File: src/mlf_pkg.sv
// Types and constants shared by the focus map modules.
package mlf_pkg;

  localparam int MAX_WIDTH   = 2048;
  localparam int MAX_HEIGHT  = 2048;
  localparam int MIN_SIZE    = 3;
  localparam int CFG_W       = 12;
  localparam int CFG_INDEX_W = 2;
  localparam int COLUMN_W    = 48;
  localparam int PAIR_W      = 16;
  localparam int COLOR_W     = 48;
  localparam int LINE_W      = COLOR_W + 2 * PAIR_W;

  localparam logic [CFG_W-1:0] RESET_WIDTH  = 12'd640;
  localparam logic [CFG_W-1:0] RESET_HEIGHT = 12'd480;

  localparam logic [CFG_INDEX_W-1:0] REG_FRAME_WIDTH  = 2'd0;
  localparam logic [CFG_INDEX_W-1:0] REG_FRAME_HEIGHT = 2'd1;

  typedef struct packed {
    logic       frame_start;
    logic [7:0] gray_a;
    logic [7:0] gray_b;
    logic [7:0] color_a0;
    logic [7:0] color_a1;
    logic [7:0] color_a2;
    logic [7:0] color_b0;
    logic [7:0] color_b1;
    logic [7:0] color_b2;
  } pixel_t;

  typedef struct packed {
    logic [7:0] focus_a;
    logic [7:0] focus_b;
    logic [7:0] mean0;
    logic [7:0] mean1;
    logic [7:0] mean2;
    logic       last_of_frame;
  } result_t;

endpackage

File: src/mlf_window_cell.sv
// One window cell: holds a column and hands it on at each shift.
module mlf_window_cell #(
  parameter int WIDTH = mlf_pkg::COLUMN_W
) (
  input  logic             clk,
  input  logic             rst,
  input  logic             shift,
  input  logic [WIDTH-1:0] din,
  output logic [WIDTH-1:0] dout
);

  always_ff @(posedge clk) begin
    if (rst) begin
      dout <= '0;
    end else if (shift) begin
      dout <= din;
    end
  end

endmodule

File: config.mk
export PLATFORM = sky130hd
export DESIGN_NAME = mlf_window_cell
export DESIGN_NICKNAME = d
export VERILOG_FILES = /design/src/mlf_pkg.sv /design/src/mlf_window_cell.sv
export SDC_FILE = /design/constraint.sdc
export NUM_CORES = 1
export LEC_CHECK = 0
export BUFFER_PORTS_ARGS = -buffer_cell sky130_fd_sc_hd__buf_4
export CORE_AREA = 2 2 55 78
export CTS_CLUSTER_SIZE = 10
export DETAILED_ROUTE_END_ITERATION = 6
export DIE_AREA = 0 0 57 80
export GPL_TIMING_DRIVEN = 0
export HOLD_SLACK_MARGIN = 0.08
export MAX_ROUTING_LAYER = met4
export PLACE_DENSITY = 0.88
export SLEW_MARGIN = 20
export SYNTH_ARGS = -nofsm -noshare
export SYNTH_HDL_FRONTEND = slang
export SYNTH_SLANG_ARGS = --single-unit
File: constraint.sdc
create_clock -name clk -period 1.73 [get_ports clk]
set_input_delay 0.346 -clock clk [delete_from_list [all_inputs] [get_ports clk]]
set_output_delay 0.346 -clock clk [all_outputs]
set_load 0.1 [all_outputs]
==> results.md <==
* Reg-to-Reg End: dout[11]
* Die Y at 80 um
* Max VDD drop at 0.000689 V
* Post-Syn Instances at 155
* Wire length per cell at 12.4 um
* Max Clock Freq at 781 MHz
* Critical path type: reg -> out
* Status: finished clean
* Reg clk slew, reported paths at 80 ps
* Sequential share of the synthesized area at 55.6%
* CP cell instances: buf_4
* Clock root cell: clkbuf_8
* Antenna diodes at 0
* CP peak stage delay at 350 ps
* Avg Inst Size Synth at 11.2 um2
* First-pass GRT wire length at 5.85 mm
* Largest net degree at the start of global routing at 13
* Tmin final at 1280 ps
* Final Instance Count excl. Fillers at 299
* Post-Place Cells at 294
* Clock power share at 22.0%
* Post-route setup TNS at 0 ps
* DIE AREA at 0.00456 mm2
* Final Hold Vio Count at 0
* Worst path required time at 1380 ps
* Total global-route track usage at 16.7%
* Max-cap violations at 0
* RSZ-0062 raised after global routing: no
* Worst r2r src: dout[11]
* WHS Endpoint: dout[40]
* Min-Delay Path Class: in -> reg
* DIE WIDTH at 57 um
* Post-detail-place hpwl at 2.89 mm
* GP Congestion at 0.700
* Drt drc at 0
* Arr. time, crit path at 930 ps
* CTS tree: built
* Initial antenna violation count at 0
* Biggest regs: dout (48)
* Vias per inst at 4.73
* Fin nets at 309
* Hold_buf cts at 0
* R2r worst-path depth at 2
* Hold path depth at 3
* Buf+Inv Stages, Crit Path at 1
* P&R area growth vs syn at 48.8%
* Flop-to-flop setup slack at 1090 ps
* Inserted Clock Buffers at 5
* Io pins at 99
* Clock skew at 0 ps
* Sw power at 0.000946 W
* Setup Fix Bufs, Post-CTS at 0
* Share of layout cells above drive strength 1 at 42.6%
* Num rows at 27
* Antenna-violating nets left at 0
* DRT Pass-1 Iters at 4
* Initial core utilization at 44.9%
* Top cell family by delay on the critical path: flip-flops
* Combinational group share of total power at 31.9%
* Post-CTS sizing at 0
* Iter 0 DRT Violations at 39
* P_leak at 1.34 nW
* Clock buffer depth at 2
* Endpoints failing setup at 0
* Startpoint Class: register
* Critical Path Fanout Max at 2
* Unique cell type count in the Yosys netlist at 8
* Rel. slew slack at 67.4%
* FF+latch count, synth at 48
* Sw frac at 36.2%
* Max reg flops at 48
* PD cells at 1020 mW/mm2
* Syn Nets at 206
* Number of H-tree levels at 2
* Hold path start: din[40]
* Vias in the first global route at 1,436
* Fin util at 66.8%
* Worst-skew pair later-pin latency at 280 ps
* Post-Synthesis Cell Area at 0.00173 mm2
* Worst slew pin tran at 488 ps
* Core ar. at 0.00385 mm2
* Commonest non-fill, non-tap cell in the layout: buf_4
* DR vias at 1,414
* Worst setup EP type: output pin
* Hold slack at 292 ps
* Most frequent cells in the layout: buf_4 (98), mux2i_1 (48), nor2_1 (48), dfxtp_1 (48), clkbuf_8 (5)
* Sequential power share at 46.1%
* Port bufs at 96
* Max-slew violations at 0
* Gr ovfl total at 0
* Internal power at 0.00167 W
* Clk sinks at 48
* Worst-path cell with the longest stage delay: dfxtp_1
* Ys Warns at 0
* Final Cycle Share at 74.0%
* Largest Register: dout
* Routed wire length at 3.71 mm
[layout make-up]
type,instances,area [um2]
Buffer,11,108
Clock buffer,5,68.8
Multi-Input combinational cell,96,661
Tap cell,43,53.8
Fill cell,325,1280
Timing Repair Buffer,96,721
Sequential cell,48,961
[power by group through the flow]
stage               logic, W  clock network [W]  registers, W
finish              0.000833           0.000575       0.00120
global route        0.000864           0.000636       0.00121
CTS                 0.000839           0.000600       0.00120
detailed placement  0.000839                  0       0.00123
global placement    0.000830                  0       0.00123
floorplan           0.000150                  0       0.00170
[logic make-up after synthesis]
kind of cell           after synthesis  synth area share, %
multiplexers                        48                 27.8
flip-flops                          48                 55.6
AND/OR/NAND/NOR                     48                 10.4
buffers and inverters               11                 6.22
[synth_stat cells]
cell | count | area share [%]
buf_4 | 2 | 0.87
buf_2 | 2 | 0.58
buf_12 | 3 | 3.5
dfxtp_1 | 48 | 56
nor2_1 | 48 | 10
mux2i_1 | 48 | 28
buf_6 | 1 | 0.65
clkbuf_1 | 3 | 0.65
[stage by stage]
stage / power [W] / setup WS (ps) / cell area (um2)
floorplan: 0.00185 / 460 / 1730
CTS: 0.00264 / 437 / 2570
detailed placement: 0.00207 / 495 / 2500
finish: 0.00261 / 450 / 2570
global placement: 0.00206 / 502 / 2500
global route: 0.00271 / 416 / 2570
[per-layer routing]
metal | part of all wire [%] | wire length [um] | GRT usage, % | vias to the layer above
li1 | - | - | - | 710
met1 | 38 | 1410 | 17.0 | 644
met2 | 53 | 1970 | 30.3 | 58
met3 | 8.2 | 303 | 4.86 | 2
met4 | 0.62 | 23 | 5.58 | 0
met5 | 0 | 0 | - | -
[how the worst max path moves through the flow]
| stage | cells past startpoint | slack, ps | start | endpoint |
|---|---|---|---|---|
| after detailed placement | 3 | 500 | rst | dout[41] |
| after global placement | 3 | 500 | rst | dout[41] |
| after CTS | 1 | 440 | dout[24] | dout[24] |
| after floorplan | 0 | 460 | dout[0] | dout[0] |
| after global routing | 1 | 420 | dout[38] | dout[38] |
| final | 1 | 450 | dout[12] | dout[12] |
No activity file was read; power rests on OpenSTA's default activity.
