--- config.mk ---
export PLATFORM = sky130hd
export DESIGN_NAME = mlf_focus
export DESIGN_NICKNAME = d
export VERILOG_FILES = /design/src/mlf_pkg.sv /design/src/mlf_focus.sv
export SDC_FILE = /design/constraint.sdc
export NUM_CORES = 1
export LEC_CHECK = 0
export ABC_AREA = 1
export BUFFER_PORTS_ARGS = -buffer_cell sky130_fd_sc_hd__buf_2
export CORE_ASPECT_RATIO = 0.6
export CORE_MARGIN = 1.5
export CORE_UTILIZATION = 46
export DETAILED_ROUTE_END_ITERATION = 10
export GPL_TIMING_DRIVEN = 0
export PLACE_DENSITY = 0.89
export SYNTH_ARGS = -nofsm -noshare
export SYNTH_HDL_FRONTEND = slang
export SYNTH_SLANG_ARGS = --single-unit
--- constraint.sdc ---
create_clock -name vclk -period 3.61
set_clock_uncertainty 0.05 [all_clocks]
set_input_delay 0.1805 -clock vclk [all_inputs]
set_output_delay 0.1805 -clock vclk [all_outputs]
set_load 0.005 [all_outputs]
--- src/mlf_pkg.sv ---
// Types and constants shared by the focus map modules.
package mlf_pkg;

  localparam int MAX_WIDTH   = 2048;
  localparam int MAX_HEIGHT  = 2048;
  localparam int MIN_SIZE    = 3;
  localparam int CFG_W       = 12;
  localparam int CFG_INDEX_W = 2;
  localparam int COLUMN_W    = 48;
  localparam int PAIR_W      = 16;
  localparam int COLOR_W     = 48;
  localparam int LINE_W      = COLOR_W + 2 * PAIR_W;

  localparam logic [CFG_W-1:0] RESET_WIDTH  = 12'd640;
  localparam logic [CFG_W-1:0] RESET_HEIGHT = 12'd480;

  localparam logic [CFG_INDEX_W-1:0] REG_FRAME_WIDTH  = 2'd0;
  localparam logic [CFG_INDEX_W-1:0] REG_FRAME_HEIGHT = 2'd1;

  typedef struct packed {
    logic       frame_start;
    logic [7:0] gray_a;
    logic [7:0] gray_b;
    logic [7:0] color_a0;
    logic [7:0] color_a1;
    logic [7:0] color_a2;
    logic [7:0] color_b0;
    logic [7:0] color_b1;
    logic [7:0] color_b2;
  } pixel_t;

  typedef struct packed {
    logic [7:0] focus_a;
    logic [7:0] focus_b;
    logic [7:0] mean0;
    logic [7:0] mean1;
    logic [7:0] mean2;
    logic       last_of_frame;
  } result_t;

endpackage

--- src/mlf_focus.sv ---
// Modified Laplacian of both images and channel means at the window centre.
module mlf_focus (
  input  logic [mlf_pkg::COLUMN_W-1:0] col_old,
  input  logic [mlf_pkg::COLUMN_W-1:0] col_mid,
  input  logic [mlf_pkg::COLUMN_W-1:0] col_new,
  input  logic [mlf_pkg::COLOR_W-1:0]  centre_color,
  input  logic                         last,
  output mlf_pkg::result_t             res
);

  function automatic logic [7:0] lap_term(input logic [7:0] c, input logic [7:0] p,
                                          input logic [7:0] q);
    logic [10:0] t;
    logic [10:0] m;
    begin
      t = {2'b00, c, 1'b0} - {3'b000, p} - {3'b000, q};
      m = t[10] ? (~t + 11'd1) : t;
      return m[7:0];
    end
  endfunction

  function automatic logic [7:0] half_sum(input logic [7:0] x, input logic [7:0] y);
    logic [8:0] s;
    begin
      s = {1'b0, x} + {1'b0, y};
      return s[8:1];
    end
  endfunction

  always_comb begin
    res.focus_a = lap_term(col_mid[23:16], col_mid[7:0], col_mid[39:32])
                + lap_term(col_mid[23:16], col_old[23:16], col_new[23:16]);
    res.focus_b = lap_term(col_mid[31:24], col_mid[15:8], col_mid[47:40])
                + lap_term(col_mid[31:24], col_old[31:24], col_new[31:24]);
    res.mean0 = half_sum(centre_color[7:0], centre_color[31:24]);
    res.mean1 = half_sum(centre_color[15:8], centre_color[39:32]);
    res.mean2 = half_sum(centre_color[23:16], centre_color[47:40]);
    res.last_of_frame = last;
  end

endmodule

==> results of run 1 <==
==> cells by family (layout without fill, tap and decap cells) <==
family / after synthesis / after routing
adders and majority gates: 112 / 112
AOI/OAI and AO/OA: 122 / 122
and+or+nand+nor: 362 / 362
buffers and inverters: 210 / 450
xor gates and xnor gates: 77 / 77
==> final timing paths <==
path,startpoint,to,slack [ns],cells after the start
hold / removal,last,res[0],0.48,2
setup / recovery,col_old[26],res[32],-0.68,36
==> report_power, final <==
group | internal, mW | switching, mW | total (mW)
Clock | 0 | 0 | 0
Combinational | 2.39 | 2.64 | 5.03
Sequential | 0 | 0 | 0
==> synthesized netlist by cell type, drive strengths merged <==
cell	count
buf	1
nand3b	9
o21a	3
nor2	45
inv	209
a211oi	2
nand3	51
o2111ai	1
o21bai	2
a31oi	5
and2	1
o31ai	3
nand4	18
nor3	6
xnor2	32
or2	2
o21ai	30
a21o	7
xor2	45
fa	13
a21boi	3
a21oi	66
nand2	230
ha	99
==> metrics by stage <==
| stage | instance area (µm²) | setup WS, ns | cells | util [%] |
|---|---|---|---|---|
| floorplan | 5410 | -0.0258 | 883 | - |
| global placement | 6430 | -0.671 | 1196 | 57.3 |
| detailed placement | 6430 | -0.750 | 1196 | 57.3 |
| CTS | 7380 | -0.507 | 1245 | 65.8 |
| global route | 7950 | -0.876 | 1267 | 70.8 |
| finish | 7950 | -0.679 | 1267 | 70.8 |
==> area by class of cell <==
cell class | count | share of cell area, %
plain buffers | 1 | 0.0944
well taps | 144 | 2.27
inverters | 209 | 10.0
repair buffers | 240 | 19.0
multi-input cells | 673 | 68.6
==> what timing repair did <==
action / in CTS / in global routing
gates resized for setup: 136 / 96
hold buffers: 0 / 0
buffers inserted: 59 / 23
pin swaps: 90 / 106
setup endpoints to repair: 12 / 14
==> per-layer routing <==
metal	up-vias	wire length (µm)
li1	3277	-
met1	3062	8030
met2	385	9000
met3	62	1480
met4	0	478
met5	-	0
==> cell usage in the layout (no fill, tap or decap), types with 3 or more instances in the layout <==
| cell type | synthesis | final |
|---|---|---|
| nor2_1 | 44 | 37 |
| buf_6 | 0 | 18 |
| buf_8 | 0 | 3 |
| a21o_1 | 7 | 7 |
| ha_4 | 0 | 28 |
| o21ai_2 | 2 | 14 |
| ha_1 | 99 | 66 |
| nand2_4 | 0 | 7 |
| a21oi_4 | 0 | 6 |
| a31oi_1 | 5 | 3 |
| inv_1 | 207 | 188 |
| fa_1 | 13 | 7 |
| o21a_1 | 3 | 3 |
| inv_4 | 0 | 3 |
| xor2_2 | 2 | 3 |
| nand2_1 | 221 | 181 |
| fa_2 | 0 | 6 |
| nand3_2 | 4 | 14 |
| xor2_1 | 43 | 42 |
| nand4_1 | 16 | 16 |
| buf_4 | 1 | 62 |
| buf_2 | 0 | 157 |
| xnor2_1 | 30 | 24 |
| nor2_2 | 0 | 6 |
| a21boi_1 | 3 | 3 |
| xnor2_2 | 2 | 8 |
| nor3_1 | 5 | 4 |
| a21oi_2 | 3 | 29 |
| ha_2 | 0 | 5 |
| o21ai_0 | 20 | 7 |
| nand3b_1 | 9 | 9 |
| o21ai_1 | 8 | 7 |
| nand3_1 | 47 | 37 |
| inv_2 | 2 | 17 |
| a21oi_1 | 63 | 31 |
| nand2_2 | 9 | 42 |
==> summary.txt, run 1 <==
slowest stage delay, CP: 0.34 ns
maximum vdd ir drop: 0.000418 V
nets@finish: 1,430
Yosys top cell by area: ha_1
Max-slew headroom: 67.3%
GRT Util Overall: 26.3%
Layout clock buffers: 0
setup ws final: -0.679 ns
share of the synthesized area in the top cell type: 23.5%
Setup CP Type: input port to output port
Seq cells: 0
routed len/inst: 15.0 µm
post-synthesis sequential area ratio: 0%
WP data required: 3.38 ns
Power Total: 5.03 mW
RSZ-0062 raised after global routing: true
worst slew pin tran: 0.491 ns
fillcell total: 817
layout cell share with drive strength beyond 1: 39.6%
timing-limited maximum frequency: 233 MHz
syn nets: 1,188
number of remaining DRC errors: 0
Ys Warns: 0
final setup fails: 11
Routed Antenna Nets: 0
port bufs: 169
Compound-Gate Fraction of Synth Area: 13.3%
simple-gate share of the synthesized area: 30.0%
Critical Path AT: 4.06 ns
max-slew violations: 0
grt total ovfl: 0
GR Util met1: 35.6%
Chip Width: 141 µm
setup TNS: -3.65 ns
post-DP HPWL: 12,200 µm
largest net degree at the start of global routing: 8
Synth area leaders: ha_1 23%, nand2_1 16%, inv_1 15%
period utilization: 119%
gpl congestion: 0.947
M3 GR Usage: 1.90%
antenna violations before repair: 0
outcome: finished with violations
XOR/XNOR Fraction of Synth Area: 13.3%
Mapped Cells: 883
total number of vias: 6,786
worst min path class: input port to output port
mux cell area share after synthesis: 0%
Placement Rows: 30
FF+latch area: 0 µm²
number of max-cap violations: 0
worst path buffer plus inverter count: 13
Core Box Area: 11,200 µm²
CP Launch Type: input port
Netlist cell types: 36
cell area after synthesis: 5280 µm²
CP most frequent cell: nand2_1
Die H: 86.0 µm
via count of the first global-routing pass: 5,984
CP max-delay cell: ha_1
Largest delay share family, worst path: buffers and inverters
Area Overhead vs Synth: 50.5%
Lkg Pwr: 4.49 nW
Synth Area in Adders: 28.4%
initial drt markers: 474
main combinational cell family by area after synthesis: simple AND/OR/NAND/NOR gates
Pwr Density: 632 nW/µm²
layer with the highest usage: met2
CP max FO: 7
Via density: 5.36
Detailed Route WL: 19,000 µm
area taken by multi-input logic gates: 5450 µm²
Final Hold Fails: 0
minimum clock period: 4.29 ns
First-pass DRT Iterations: 8
met2 usage: 46.8%
first-pass GRT wire length: 26,600 µm
Antenna Cells: 0
die area: 12,200 µm²
failing checks: setup timing
worst hold slack: 0.480 ns
Top Ports: 234
Avg Cell Area, Syn: 5.98 µm²
starting density of the core: 47.0%
Critical Path End Type: output port
No activity file was read; power rests on OpenSTA's default activity.
==> run 2: changes to the inputs <==
- SETUP_SLACK_MARGIN: unset -> 0.05
==> summary.txt, run 2 (synthesis gave the netlist of run 1 again) <==
max-slew violations: 0
port bufs: 169
Via density: 5.20
hold depth: 2
initial drt markers: 500
grt total ovfl: 0
Hold Path Origin: last
FF+latch area: 0 µm²
Critical Path AT: 4.06 ns
final setup fails: 11
gpl congestion: 0.959
CP max-delay cell: fa_2
Final Hold Fails: 0
Antenna Cells: 0
outcome: finished with violations
minimum clock period: 4.29 ns
number of remaining DRC errors: 0
Chip Width: 141 µm
Layout clock buffers: 0
number of max-cap violations: 0
placed insts: 1,196
total number of vias: 6,542
Top Ports: 234
DP Area: 6520 µm²
Critical Path End Type: output port
period utilization: 119%
first-pass GRT wire length: 26,600 µm
CP max FO: 6
worst slew pin tran: 0.577 ns
maximum vdd ir drop: 0.000328 V
area taken by multi-input logic gates: 5360 µm²
setup ws final: -0.676 ns
Non-Filler Instances: 1,259
First-pass DRT Iterations: 6
fillcell total: 874
nets@finish: 1,422
layout cell share with drive strength beyond 1: 37.3%
Routed Antenna Nets: 0
failing checks: setup timing
RSZ-0062 raised after global routing: true
commonest non-fill, non-tap cell in the layout: nand2_1
WP data required: 3.38 ns
via count of the first global-routing pass: 5,866
CP most frequent cell: nand2_1
Placement Rows: 30
Pwr Density: 646 nW/µm²
Hold Path End: res[0]
slowest stage delay, CP: 0.37 ns
Core Box Area: 11,200 µm²
Area Overhead vs Synth: 46.8%
Max-slew headroom: 61.5%
largest net degree at the start of global routing: 8
Die H: 86.0 µm
Setup CP Type: input port to output port
worst min path class: input port to output port
Seq cells: 0
Place WS: -0.774 ns
post-DP HPWL: 13,100 µm
routed len/inst: 14.5 µm
die area: 12,200 µm²
GRT Util Overall: 26.6%
final instance area: 7750 µm²
CP Launch Type: input port
Post-CTS Hold Fix Bufs: 0
commonest cells after routing, fill and taps aside: 195 x nand2_1, 186 x inv_1, 160 x buf_2, 70 x ha_1, 58 x buf_4
Lkg Pwr: 4.43 nW
starting density of the core: 47.0%
Detailed Route WL: 18,300 µm
Final Util: 69.0%
antenna violations before repair: 0
timing-limited maximum frequency: 233 MHz
[run 2: cell count changes in the layout (fill, tap and decap cells not counted), moves of 3 or more]
cell,before,now
xor2_2,3,7
nand2_1,181,195
ha_1,66,70
buf_6,18,11
nand3_2,14,11
buf_4,62,58
buf_2,157,160
o21ai_2,14,11
nand3_1,37,40
nand2_2,42,29
inv_2,17,20
ha_4,28,25
xor2_1,42,38
[run 2: worst max-delay path by stage]
stage / start / endpoint / cells past startpoint / slack [ns]
CTS: col_mid[25] / res[32] / 33 / -0.52
global placement: col_mid[12] / res[32] / 32 / -0.70
floorplan: col_old[26] / res[32] / 29 / 0.02
detailed placement: col_mid[24] / res[32] / 33 / -0.77
global route: col_old[26] / res[32] / 35 / -0.88
finish: col_mid[24] / res[32] / 32 / -0.68
[run 2: final cells by class]
type,count,share of cell area (%)
inverter,209,10.2
timing repair buffer,232,18.2
tap,144,2.33
buffer,1,0.0969
multi-input combinational,673,69.2
[run 2: what timing repair did]
action                                  4_1_cts  5_1_grt
resized for setup                           118       67
setup buffers                                41       23
pin swaps                                    77       74
endpoints found under the setup margin       14       14
[run 2: power by group]
| group | switching (mW) | total (mW) | internal (mW) |
|---|---|---|---|
| Sequential | 0 | 0 | 0 |
| Clock | 0 | 0 | 0 |
| Combinational | 2.67 | 5.01 | 2.34 |
| Total | 2.67 | 5.01 | 2.34 |
[run 2: routing by layer]
| layer | global-route usage [%] | part of all wire [%] | vias to the layer above |
|---|---|---|---|
| met5 | 0 | 0 | - |
| met4 | 6.44 | 3.2 | 0 |
| met3 | 2.79 | 7.7 | 69 |
| met2 | 45.3 | 45 | 313 |
| met1 | 36.1 | 44 | 2895 |
| li1 | - | - | 3265 |
[run 2: critical path: cells and delay by family]
kind                     cells  cell delay, ns
AO/OA/AOI/OAI                3            0.60
XOR/XNOR                     2            0.34
adder cells (fa/ha/maj)      3            1.00
buffers and inverters        7            0.52
AND/OR/NAND/NOR             17            1.41
[run 2: stage by stage]
step	setup TNS, ns	hold slack, ns	power (mW)
finish	-4.30	0.485	5.01
global route	-6.28	0.497	5.44
CTS	-2.12	0.486	4.22
detailed placement	-4.78	0.486	3.53
global placement	-3.89	0.482	3.44
floorplan	0	0.392	2.51
==> run 3: changes to the inputs <==
- BUFFER_PORTS_ARGS: -buffer_cell sky130_fd_sc_hd__buf_2 -> unset
- CORE_UTILIZATION: 46 -> 50
- DONT_BUFFER_PORTS: unset -> 1
- PLACE_DENSITY: 0.89 -> 0.76
- SLEW_MARGIN: unset -> 20
==> summary.txt, run 3 (synthesis gave the netlist of run 1 again) <==
timing-limited maximum frequency: 250 MHz
Layout clock buffers: 0
CP most frequent cell: nand2_1
Seq cells: 0
Routed Antenna Nets: 0
number of max-cap violations: 0
Place WS: -0.680 ns
Core Box Area: 10,100 µm²
worst min path class: input port to output port
combinational fraction of design power: 100.0%
CP Launch Type: input port
Chip Width: 136 µm
Setup CP Type: input port to output port
cell internal pwr: 2.26 mW
FF+latch area: 0 µm²
Top Ports: 234
commonest non-fill, non-tap cell in the layout: nand2_1
post-DP HPWL: 12,400 µm
Antenna Cells: 0
Detailed Route WL: 16,300 µm
stages on the worst setup path: 28
worst slew pin tran: 0.569 ns
maximum vdd ir drop: 0.000921 V
Final Util: 69.1%
failing checks: setup timing
Lkg Pwr: 3.76 nW
grt total ovfl: 0
worst path buffer plus inverter count: 4
fillcell total: 858
GRT Util Overall: 27.4%
starting density of the core: 52.5%
die area: 11,200 µm²
Critical Path AT: 3.77 ns
Critical Path End Type: output port
max-slew violations: 0
routed len/inst: 15.1 µm
setup ws final: -0.389 ns
WP data required: 3.38 ns
slowest stage delay, CP: 0.31 ns
initial drt markers: 301
number of remaining DRC errors: 0
net switching power: 2.65 mW
antenna violations before repair: 0
largest net degree at the start of global routing: 7
nets@finish: 1,252
Max-slew headroom: 61.8%
port bufs: 0
RSZ-0062 raised after global routing: true
Die H: 82.6 µm
period utilization: 111%
CP max FO: 4
Area Overhead vs Synth: 31.6%
gpl congestion: 0.893
commonest cells after routing, fill and taps aside: 191 x nand2_1, 189 x inv_1, 69 x ha_1, 47 x buf_4, 40 x nor2_1
layout cell share with drive strength beyond 1: 26.7%
Sw Ratio: 54.0%
minimum clock period: 4.00 ns
total number of vias: 5,697
CP max-delay cell: ha_1
Largest delay share family, worst path: simple AND/OR/NAND/NOR gates
outcome: finished with violations
Final Hold Fails: 0
Placement Rows: 28
hold depth: 1
final setup fails: 9
clock share of power: 0%
first-pass GRT wire length: 24,600 µm
via count of the first global-routing pass: 5,101
First-pass DRT Iterations: 5
Via density: 5.28
Pwr Density: 707 nW/µm²
sequential fraction of design power: 0%
## run 3: changes by cell type in the layout (fill, tap and decap cells not counted), sizes merged
cell / change
clkbuf: -1
buf: -169
## run 3: power by group through the flow
stage          Combinational (mW)  Sequential [mW]  Clock [mW]
2_1_floorplan                2.51                0           0
3_3_place_gp                 3.06                0           0
3_5_place_dp                 3.12                0           0
4_1_cts                      4.05                0           0
5_1_grt                      5.33                0           0
6_report                     4.91                0           0
## run 3: path summary, 6_finish.rpt
path	startpoint	to	slack [ns]
worst max-delay path	col_mid[10]	res[32]	-0.39
worst min-delay path	last	res[0]	0.39
## run 3: repair_timing
item                                   in CTS  in global routing
resized for setup                         140                 51
setup endpoints to repair                  10                 14
pin swaps                                  75                 65
endpoints found under the hold margin       0                  0
hold buffers                                0                  0
setup buffers                              47                 15
## run 3: cell type report
class,count,area [µm²],share of cell area (%)
plain buffers,1,7.51,0.108
repair buffers,62,526,7.56
inverters,209,810,11.7
well taps,135,169,2.43
multi-input cells,673,5440,78.2
## run 3: metrics by stage
stage	total power [mW]	TNS, ns	instance area (µm²)	hold slack [ns]	instances
finish	4.91	-2.23	6950	0.393	1080
detailed placement	3.12	-3.18	5670	0.394	1018
floorplan	2.51	0	5500	0.392	883
global route	5.33	-4.15	6950	0.394	1080
CTS	4.05	-0.953	6630	0.394	1065
global placement	3.06	-2.76	5670	0.394	1018
## run 3: metal layers
metal  vias to the layer above  routed length, µm  global-route usage (%)
met5                         -                  0                       0
met4                         0                246                    3.76
met3                        20               1170                    2.32
met2                       223               6810                    43.6
met1                      2545               8100                    40.7
li1                       2909                  -                       -
